===== config.mk =====
export PLATFORM = sky130hd
export DESIGN_NAME = sem_mag
export DESIGN_NICKNAME = d
export VERILOG_FILES = /design/src/rtl/sem_pkg.sv /design/src/rtl/sem_mag.sv
export SDC_FILE = /design/constraint.sdc
export NUM_CORES = 1
export LEC_CHECK = 0
export BUFFER_PORTS_ARGS = -buffer_cell sky130_fd_sc_hd__clkbuf_2
export CAP_MARGIN = 20
export CORE_MARGIN = 5
export CORE_UTILIZATION = 25
export DETAILED_ROUTE_END_ITERATION = 12
export SYNTH_ARGS = -nofsm -noshare
export SYNTH_HDL_FRONTEND = slang
export SYNTH_SLANG_ARGS = --single-unit

===== constraint.sdc =====
create_clock -name clk -period 6.55 [get_ports clk]
set_clock_uncertainty 0.1 [all_clocks]
set_input_delay 0 -clock clk [delete_from_list [all_inputs] [get_ports clk]]
set_output_delay 0 -clock clk [all_outputs]
set_load 0.01 [all_outputs]

===== src/rtl/sem_pkg.sv =====
// Shared types, constants and state codes of the Sobel edge magnitude block.
`timescale 1ns / 1ps
package sem_pkg;

  localparam int MAX_WIDTH_DEF = 2048;
  localparam int NUM_CH        = 3;
  localparam int PIX_W         = 8;
  localparam int RGB_W         = NUM_CH * PIX_W;
  localparam int GRAD_W        = 11;
  localparam int SUM_W         = 21;
  localparam int ROOT_STEPS    = (SUM_W + 1) / 2;
  localparam int STEP_W        = $clog2(ROOT_STEPS);
  localparam int PIX_MAX       = 255;

  localparam int CFG_ADDR_W    = 2;
  localparam int CFG_DATA_W    = 13;
  localparam int IMG_W_W       = 12;
  localparam int IMG_H_W       = 13;
  localparam int OUT_ROW_W     = 12;

  localparam logic [IMG_W_W-1:0] WIDTH_RESET  = IMG_W_W'(640);
  localparam logic [IMG_H_W-1:0] HEIGHT_RESET = IMG_H_W'(480);

  // Configuration register indexes
  localparam logic [CFG_ADDR_W-1:0] REG_WIDTH  = CFG_ADDR_W'(0);
  localparam logic [CFG_ADDR_W-1:0] REG_HEIGHT = CFG_ADDR_W'(1);

  typedef logic [PIX_W-1:0] pix_t;
  typedef logic [SUM_W-1:0] sum_t;

  // Status of the magnitude unit
  typedef struct packed {
    logic busy;
    logic done;
  } mag_sts_t;

  typedef enum logic [2:0] {
    ST_IDLE,
    ST_READ,
    ST_GRAD,
    ST_SQR,
    ST_ROOT,
    ST_SEND
  } sem_state_t;

endpackage


===== src/rtl/sem_mag.sv =====
// Three-channel rounded square root with saturation, computed by a digit recurrence.
`timescale 1ns / 1ps
module sem_mag
  import sem_pkg::*;
(
  input  logic     clk,
  input  logic     rst_n,
  input  logic     start,
  input  sum_t     sq_sum [NUM_CH],
  output mag_sts_t sts,
  output pix_t     mag [NUM_CH]
);

  sum_t                 rem_r  [NUM_CH];
  sum_t                 root_r [NUM_CH];
  logic [STEP_W-1:0]    step_r;
  logic                 busy_r;
  logic                 done_r;
  sum_t                 bit_c;
  logic [SUM_W:0]       trial_c [NUM_CH];
  logic [SUM_W:0]       rnd_c   [NUM_CH];

  // Current test bit: 4^(steps left)
  always_comb begin
    bit_c = SUM_W'(1) << (5'(2) * (5'(ROOT_STEPS - 1) - 5'(step_r)));
    for (int ch = 0; ch < NUM_CH; ch++) begin
      trial_c[ch] = {1'b0, root_r[ch]} + {1'b0, bit_c};
    end
  end

  // Iterate the digit recurrence on all channels together
  always_ff @(posedge clk) begin
    if (!rst_n) begin
      busy_r <= 1'b0;
      done_r <= 1'b0;
      step_r <= '0;
    end else if (start) begin
      busy_r <= 1'b1;
      done_r <= 1'b0;
      step_r <= '0;
    end else if (busy_r) begin
      if (step_r == STEP_W'(ROOT_STEPS - 1)) begin
        busy_r <= 1'b0;
        done_r <= 1'b1;
      end
      step_r <= step_r + STEP_W'(1);
    end
  end

  always_ff @(posedge clk) begin
    for (int ch = 0; ch < NUM_CH; ch++) begin
      if (start) begin
        rem_r[ch]  <= sq_sum[ch];
        root_r[ch] <= '0;
      end else if (busy_r) begin
        if ({1'b0, rem_r[ch]} >= trial_c[ch]) begin
          rem_r[ch]  <= rem_r[ch] - trial_c[ch][SUM_W-1:0];
          root_r[ch] <= (root_r[ch] >> 1) + bit_c;
        end else begin
          root_r[ch] <= root_r[ch] >> 1;
        end
      end
    end
  end

  // Round up when the remainder exceeds the root, then saturate
  always_comb begin
    for (int ch = 0; ch < NUM_CH; ch++) begin
      rnd_c[ch] = {1'b0, root_r[ch]} + (SUM_W+1)'(rem_r[ch] > root_r[ch]);
      mag[ch]   = (rnd_c[ch] > (SUM_W+1)'(PIX_MAX)) ? PIX_W'(PIX_MAX) : rnd_c[ch][PIX_W-1:0];
    end
  end

  assign sts.busy = busy_r;
  assign sts.done = done_r;

endmodule


==> summary.md, run 1 <==
| Metric | Value |
|---|---|
| IO Count | 92 |
| Die height | 256 um |
| Std-Cell Rows | 90 |
| # setup viols final | 0 |
| Synth Register Bits | 132 |
| Hold Crit Class | input port to register |
| Adder and majority cell fraction of the synthesized area | 16.9% |
| Largest net degree at the start of global routing | 59 |
| First-pass iteration count of the detailed router | 5 |
| Congestion Overflow GR | 0 |
| Area occupied by multi-input gates | 10700 um^2 |
| Tmin final | 6.17 ns |
| Maxcap violations | 0 |
| Synth area leaders | edfxtp_1, ha_1, xnor2_1 |
| Finished Layout Cells | 2733 |
| Peak Freq | 162 MHz |
| Critical-path maximum fanout | 15 |
| Pwr dens | 188 nW/um^2 |
| Max VDD drop | 0.000249 V |
| Max stage delay on crit path | 0.48 ns |
| Pwr Total | 3350 uW |
| Flop2flop setup slack | 0.38 ns |
| CTS Buffer Depth | 2 |
| Status | finished clean |
| Vias | 14200 |
| CP max stage cell | nand2_1 |
| Arrival time worst endpoint | 6.31 ns |
| Post-synthesis cell count | 1793 |
| Post-synth EDFFs | 126 |
| Pre-CTS setup slack | 0.174 ns |
| Leak | 0.00692 uW |
| DRT antenna net count | 0 |
| Fin worst setup slack | 0.381 ns |
| Sequential share of the synthesized area | 25.7% |
| Post-layout nets | 2202 |
| Post-synthesis mux area share | 2.05% |
| CP Class | register to register |
| Crit end category | register |
| Port Buf Inserts | 91 |
| WL final | 45.9 mm |
| Synth area leader | edfxtp_1 |
| Slew HR | 43.9% |
| Hold_ws | 0.0264 ns |
| Utilization of the core after routing | 29.6% |
| DR iter-0 viols | 1093 |
| Syn-to-layout area delta | 17.6% |
| Xor-xnor portion of the synthesized cell area | 10.4% |
| Synth async-reset ratio | 0% |
| Clock transition at path regs | 0.07 ns |
| Routed WL per cell | 16.8 um |
| Clock Sinks | 132 |
| Met1 GRT Util | 17.9% |
| First-pass GRT wire length | 72.2 mm |
| Initial core utilization | 25.2% |
| Pins Over Slew Limit | 0 |
| GRT Util Overall | 13.5% |
| Post-synth top area share | 24.9% |
| GP Congestion | 0.962 |
| Dpl hpwl | 36.1 mm |
| WP data required | 6.69 ns |
| CP Launch Type | register |
| Die W | 256 um |
| Crit path top cell by count | ha_1 |
| GR peak layer | met2 |
| Vias in the first global route | 13700 |
| Die area | 65700 um^2 |
| Clk_lat worst skew | 0.49 ns |
| Mapped Nets | 2057 |
| Core area | 60200 um^2 |
| CTS tree | done |
| DR vias/cell | 5.20 |
| Initial antenna violation count | 0 |
| Main combinational cell family by area after synthesis | compound AO/OA/AOI/OAI gates |
| Hold Fails Final Rpt | 0 |
| Simple-Gate Fraction of Synth Area | 17.4% |
| H-tree Lvls | 4 |
| Yosys warning count | 0 |
| Clock buffer count from CTS | 17 |
| Share of post-route cells with drive strength above 1 | 11.3% |
| Worst path cell trace | ha_1 -> nand2_1 -> a21o_1 -> nand2_1 -> and2_2 -> ha_1 -> ha_1 -> maj3_1 -> a21oi_1 -> nor2_1 -> o21ai_0 -> xor2_1 -> ha_1 -> and3_1 -> nand3_1 -> o221ai_1 -> o41ai_2 -> o31ai_2 -> o31a_1 -> nand2_1 -> mux2_2 |
| # diodes | 0 |
| Synth Flop Type | edfxtp_1 |
| Least-Margin Pin Slew | 0.841 ns |
| # DRC | 0 |
| Storage element area | 3900 um^2 |
| Filler Cells Inserted | 6243 |
| Post-synthesis cell type count | 87 |
| Synthesized area | 15200 um^2 |
| Dpl cells | 2634 |
| Mapped Avg Cell Area | 8.46 um^2 |
| Clk root buf | clkbuf_16 |
| GR met3 Demand/Resource | 2.39% |
| Met2 usage | 22.1% |
| Compound-Gate Fraction of Synth Area | 23.3% |
| Fin crit share | 94.2% |
## cells in the final DEF, fill, tap and decap left out, types with 12 or more instances in the layout
cell	Yosys	routed
a211oi_1	25	25
o21bai_1	24	24
nor2_1	135	135
xor2_1	49	49
a31oi_1	32	32
xnor2_1	131	131
buf_4	3	30
nand3_1	40	40
or3_1	24	24
a21o_1	46	46
clkbuf_16	0	17
clkbuf_2	1	91
a21oi_1	139	136
and3_1	24	24
inv_1	91	91
edfxtp_1	126	126
nand4_1	34	34
a31o_2	12	12
o21ai_0	132	131
nand2_1	193	193
o21a_1	21	21
dlygate4sd3_1	0	65
nor3_1	20	20
nand2b_1	22	21
ha_1	195	195
nor2b_1	19	17
## what timing repair did
| action | CTS | global route |
|---|---|---|
| hold endpoints to repair | 69 | 0 |
| hold buffers | 65 | 0 |
| resized for setup | 0 | 12 |
| setup endpoints to repair | 0 | 171 |
| buffers inserted | 0 | 2 |
## metrics by stage
stage / cell area, um^2 / TNS, ns
6_report: 17800 / 0
5_1_grt: 17800 / -0.00784
4_1_cts: 17800 / 0
3_5_place_dp: 16600 / 0
3_3_place_gp: 16600 / 0
2_1_floorplan: 15200 / 0
## kinds of logic (layout without fill, tap and decap cells)
family,count (synthesis),in the layout
and+or+nand+nor,556,556
adders and majority gates,204,204
DFF,132,132
buffers and inverters,159,317
xor gates and xnor gates,180,180
AOI/OAI and AO/OA,537,537
muxes,25,25
## critical path: cells and delay by family, from the launching register on
| family | cells | cell delay [ns] |
|---|---|---|
| xor gates and xnor gates | 1 | 0.23 |
| AOI/OAI and AO/OA | 7 | 1.88 |
| DFF | 1 | 0.31 |
| and+or+nand+nor | 7 | 1.50 |
| adders and majority gates | 5 | 1.48 |
| muxes | 1 | 0.40 |
## sequential cells by signal, summed over array words and instances (netlist names)
register and flops:
busy_r 1, done_r 1, rem_r 63, root_r 63, step_r 4
## cell type report
type                            instances  area share, %
Clock inverter                         14          0.722
Multi-Input combinational cell       1502           59.8
Clock buffer                           18           2.46
Timing Repair Buffer                  187           7.57
Sequential cell                       132           21.9
Tap cell                              782           5.48
Inverter                               98           2.06
## path summary, 6_finish.rpt
kind              from      endpoint  cells past startpoint
max          step_r[0]  rem_r[2][15]                     21
min              start     step_r[0]                      3
max reg2reg  step_r[0]  rem_r[2][15]                     21
min reg2reg     done_r        done_r                      2
## routing by layer
metal	up-vias	share of wire (%)	routed length, um
met2	490	46	21000
met4	0	2.7	1240
met1	6722	46	20900
met5	-	0	0
met3	73	6.0	2760
li1	6918	-	-
## synth_stat cells, drive strengths merged, types with 10 or more instances
master / n
xor2: 49
nand2b: 22
a31o: 12
nor4: 10
clkbuf: 42
a21o: 46
o21a: 21
nand3: 40
nor3: 20
nor2: 136
o21bai: 24
a31oi: 32
or3: 24
a21oi: 141
ha: 195
and2: 13
nand4: 34
edfxtp: 126
buf: 19
xnor2: 131
and3: 24
nand2: 194
inv: 93
o21ai: 137
a211oi: 27
mux2: 18
nor2b: 19
## power by group
| group | switching [uW] | leakage [uW] | internal [uW] |
|---|---|---|---|
| sequential | 123 | 0.00135 | 1030 |
| combinational | 704 | 0.00531 | 529 |
| clock | 437 | 0.000261 | 532 |
Note: power is estimated with default switching activity, not from simulation.
==> run 2: changes to the inputs <==
--- a/config.mk
+++ b/config.mk
@@ -10,6 +10,7 @@
 export CORE_MARGIN = 5
 export CORE_UTILIZATION = 25
 export DETAILED_ROUTE_END_ITERATION = 12
+export RECOVER_POWER = 100
 export SYNTH_ARGS = -nofsm -noshare
 export SYNTH_HDL_FRONTEND = slang
 export SYNTH_SLANG_ARGS = --single-unit
==> run 2 against run 1 <==
  * The run now ends with max-capacitance violations, max-slew violations left
  * Sequential power hardly changed
  * Clock power hardly changed
  * Global-route usage stayed put
  * Combinational power hardly changed
  * Non-clock buffer count stayed put
  * Flip-flop and latch count stayed put
  * Wire length is 0.29% higher
==> summary.md, run 2 (synthesized netlist as in run 1, its figures left out) <==
| Metric | Value |
|---|---|
| Status | complete, but fails checks |
| Failing checks | max-capacitance violations, max-slew violations |
| Least-Margin Pin Slew | 2.42 ns |
| CTS Buffer Depth | 2 |
| Std-Cell Rows | 90 |
| Dpl hpwl | 36.1 mm |
| Hold_ws | 0.0205 ns |
| # diodes | 0 |
| WL final | 46.0 mm |
| Crit path depth | 21 |
| Pwr Total | 3350 uW |
| Crit path top cell by count | ha_1 |
| Clock transition at path regs | 0.07 ns |
| Commonest non-fill, non-tap cell in the layout | ha_1 |
| Hold Fails Final Rpt | 0 |
| Core area | 60200 um^2 |
| Congestion Overflow GR | 0 |
| Syn-to-layout area delta | 17.3% |
| Kind of cell adding the most delay to the critical path | compound AO/OA/AOI/OAI gates |
| Pint | 2090 uW |
| Clock buffer count from CTS | 17 |
| Worst Path Buf+Inv | 0 |
| Leak | 0.00685 uW |
| Vias in the first global route | 13700 |
| Clock Power Share | 28.9% |
| Die area | 65700 um^2 |
| CP Launch Type | register |
| Switching share of total power | 37.7% |
| Worst path cell trace | ha_1 -> nand2_1 -> a21o_1 -> nand2_1 -> and2_2 -> ha_1 -> ha_1 -> maj3_1 -> a21oi_1 -> nor2_1 -> o21ai_0 -> xor2_1 -> ha_1 -> and3_1 -> nand3_1 -> o221ai_1 -> o41ai_2 -> o31ai_2 -> o31a_1 -> nand2_1 -> mux2_2 |
| Sequential power share | 34.4% |
| GRT Util Overall | 13.5% |
| # setup viols final | 0 |
| First-pass iteration count of the detailed router | 6 |
| Psw | 1260 uW |
| Tmin final | 6.17 ns |
| Die height | 256 um |
| Aggregate negative setup slack | 0 ns |
| DRT antenna net count | 0 |
| Initial core utilization | 25.2% |
| DR iter-0 viols | 1124 |
| Reg2Reg Depth | 21 |
| Critical-path maximum fanout | 15 |
| Comb pwr share | 36.7% |
| Vias | 14200 |
| Hold path depth | 3 |
| Maxcap violations | 2 |
| Share of post-route cells with drive strength above 1 | 9.79% |
| Hold Crit Class | input port to register |
| First-pass GRT wire length | 72.2 mm |
| Dpl cells | 2634 |
| Clk_lat worst skew | 0.49 ns |
| WP data required | 6.69 ns |
| Slew HR | -61.2% |
| DR vias/cell | 5.20 |
| Initial antenna violation count | 0 |
| IO Count | 92 |
| Arrival time worst endpoint | 6.30 ns |
| Finished Layout Cells | 2733 |
| Most frequent cells in the layout | ha_1, nand2_1, a21oi_1 |
| Routed WL per cell | 16.8 um |
| CTS tree | done |
| H-tree Lvls | 4 |
| Pwr dens | 188 nW/um^2 |
| CP Class | register to register |
| Crit end category | register |
| Clock Sinks | 132 |
| Clk root buf | clkbuf_16 |
| Peak Freq | 162 MHz |
| Largest net degree at the start of global routing | 59 |
| Regs by FF count | rem_r (63), root_r (63), step_r (4) |
| Die W | 256 um |
| Max VDD drop | 0.000249 V |
| Max stage delay on crit path | 0.48 ns |
| CP max stage cell | nand2_1 |
| GP Congestion | 0.962 |
| # DRC | 0 |
| Pins Over Slew Limit | 66 |
| Post-layout nets | 2202 |
| Fin crit share | 94.1% |
| Port Buf Inserts | 91 |
[run 2: cell count changes in the layout (fill, tap and decap cells not counted), sizes merged]
cell	change
buf	-3
clkbuf	+3
[run 2: metrics by stage]
stage                     area [um^2]  setup slack (ns)  utilization [%]
after floorplan                 15200             0.643                -
after global placement          16600             0.292             27.5
after detailed placement        16600             0.174             27.5
after CTS                       17800             0.146             29.5
after global routing            17800          -0.00784             29.5
final                           17800             0.383             29.5
[run 2: layer usage]
| metal | track usage (%) | share of wire (%) | vias to the layer above |
|---|---|---|---|
| li1 | - | - | 6922 |
| met1 | 17.9 | 46 | 6753 |
| met2 | 22.1 | 46 | 449 |
| met3 | 2.39 | 5.7 | 75 |
| met4 | 5.19 | 2.6 | 0 |
| met5 | 0 | 0 | - |
[run 2: final timing paths]
kind	endpoint	slack, ns	startpoint
max	rem_r[2][15]	0.38	step_r[0]
min	step_r[0]	0.02	start
max reg2reg	rem_r[2][15]	0.38	step_r[0]
min reg2reg	done_r	0.49	done_r
[run 2: area by class of cell]
cell class              instances  area, um^2
clock buffers                  18         439
clock inverters                14         129
fillers                      6258       42400
inverters                      98         368
multi-input cells            1502       10700
flip-flops and latches        132        3900
well taps                     782         978
repair buffers                187        1310
[run 2: power by group through the flow]
stage	sequential [uW]	clock, uW	combinational [uW]
finish	1150	969	1230
global route	1160	1020	1370
CTS	1150	995	1220
detailed placement	1160	0	1180
global placement	1160	0	1150
floorplan	1100	0	922
[run 2: worst min-delay path, cell delays in order]
cell	delay, ns
clkbuf_2	0.25
nand2b_1	0.24
nor2_1	0.07
[run 2: repair_timing]
| item | CTS | global route |
|---|---|---|
| setup buffers | 0 | 2 |
| hold buffers | 65 | 0 |
| endpoints found under the setup margin | 0 | 171 |
| endpoints found under the hold margin | 69 | 0 |
| resized for setup | 0 | 12 |
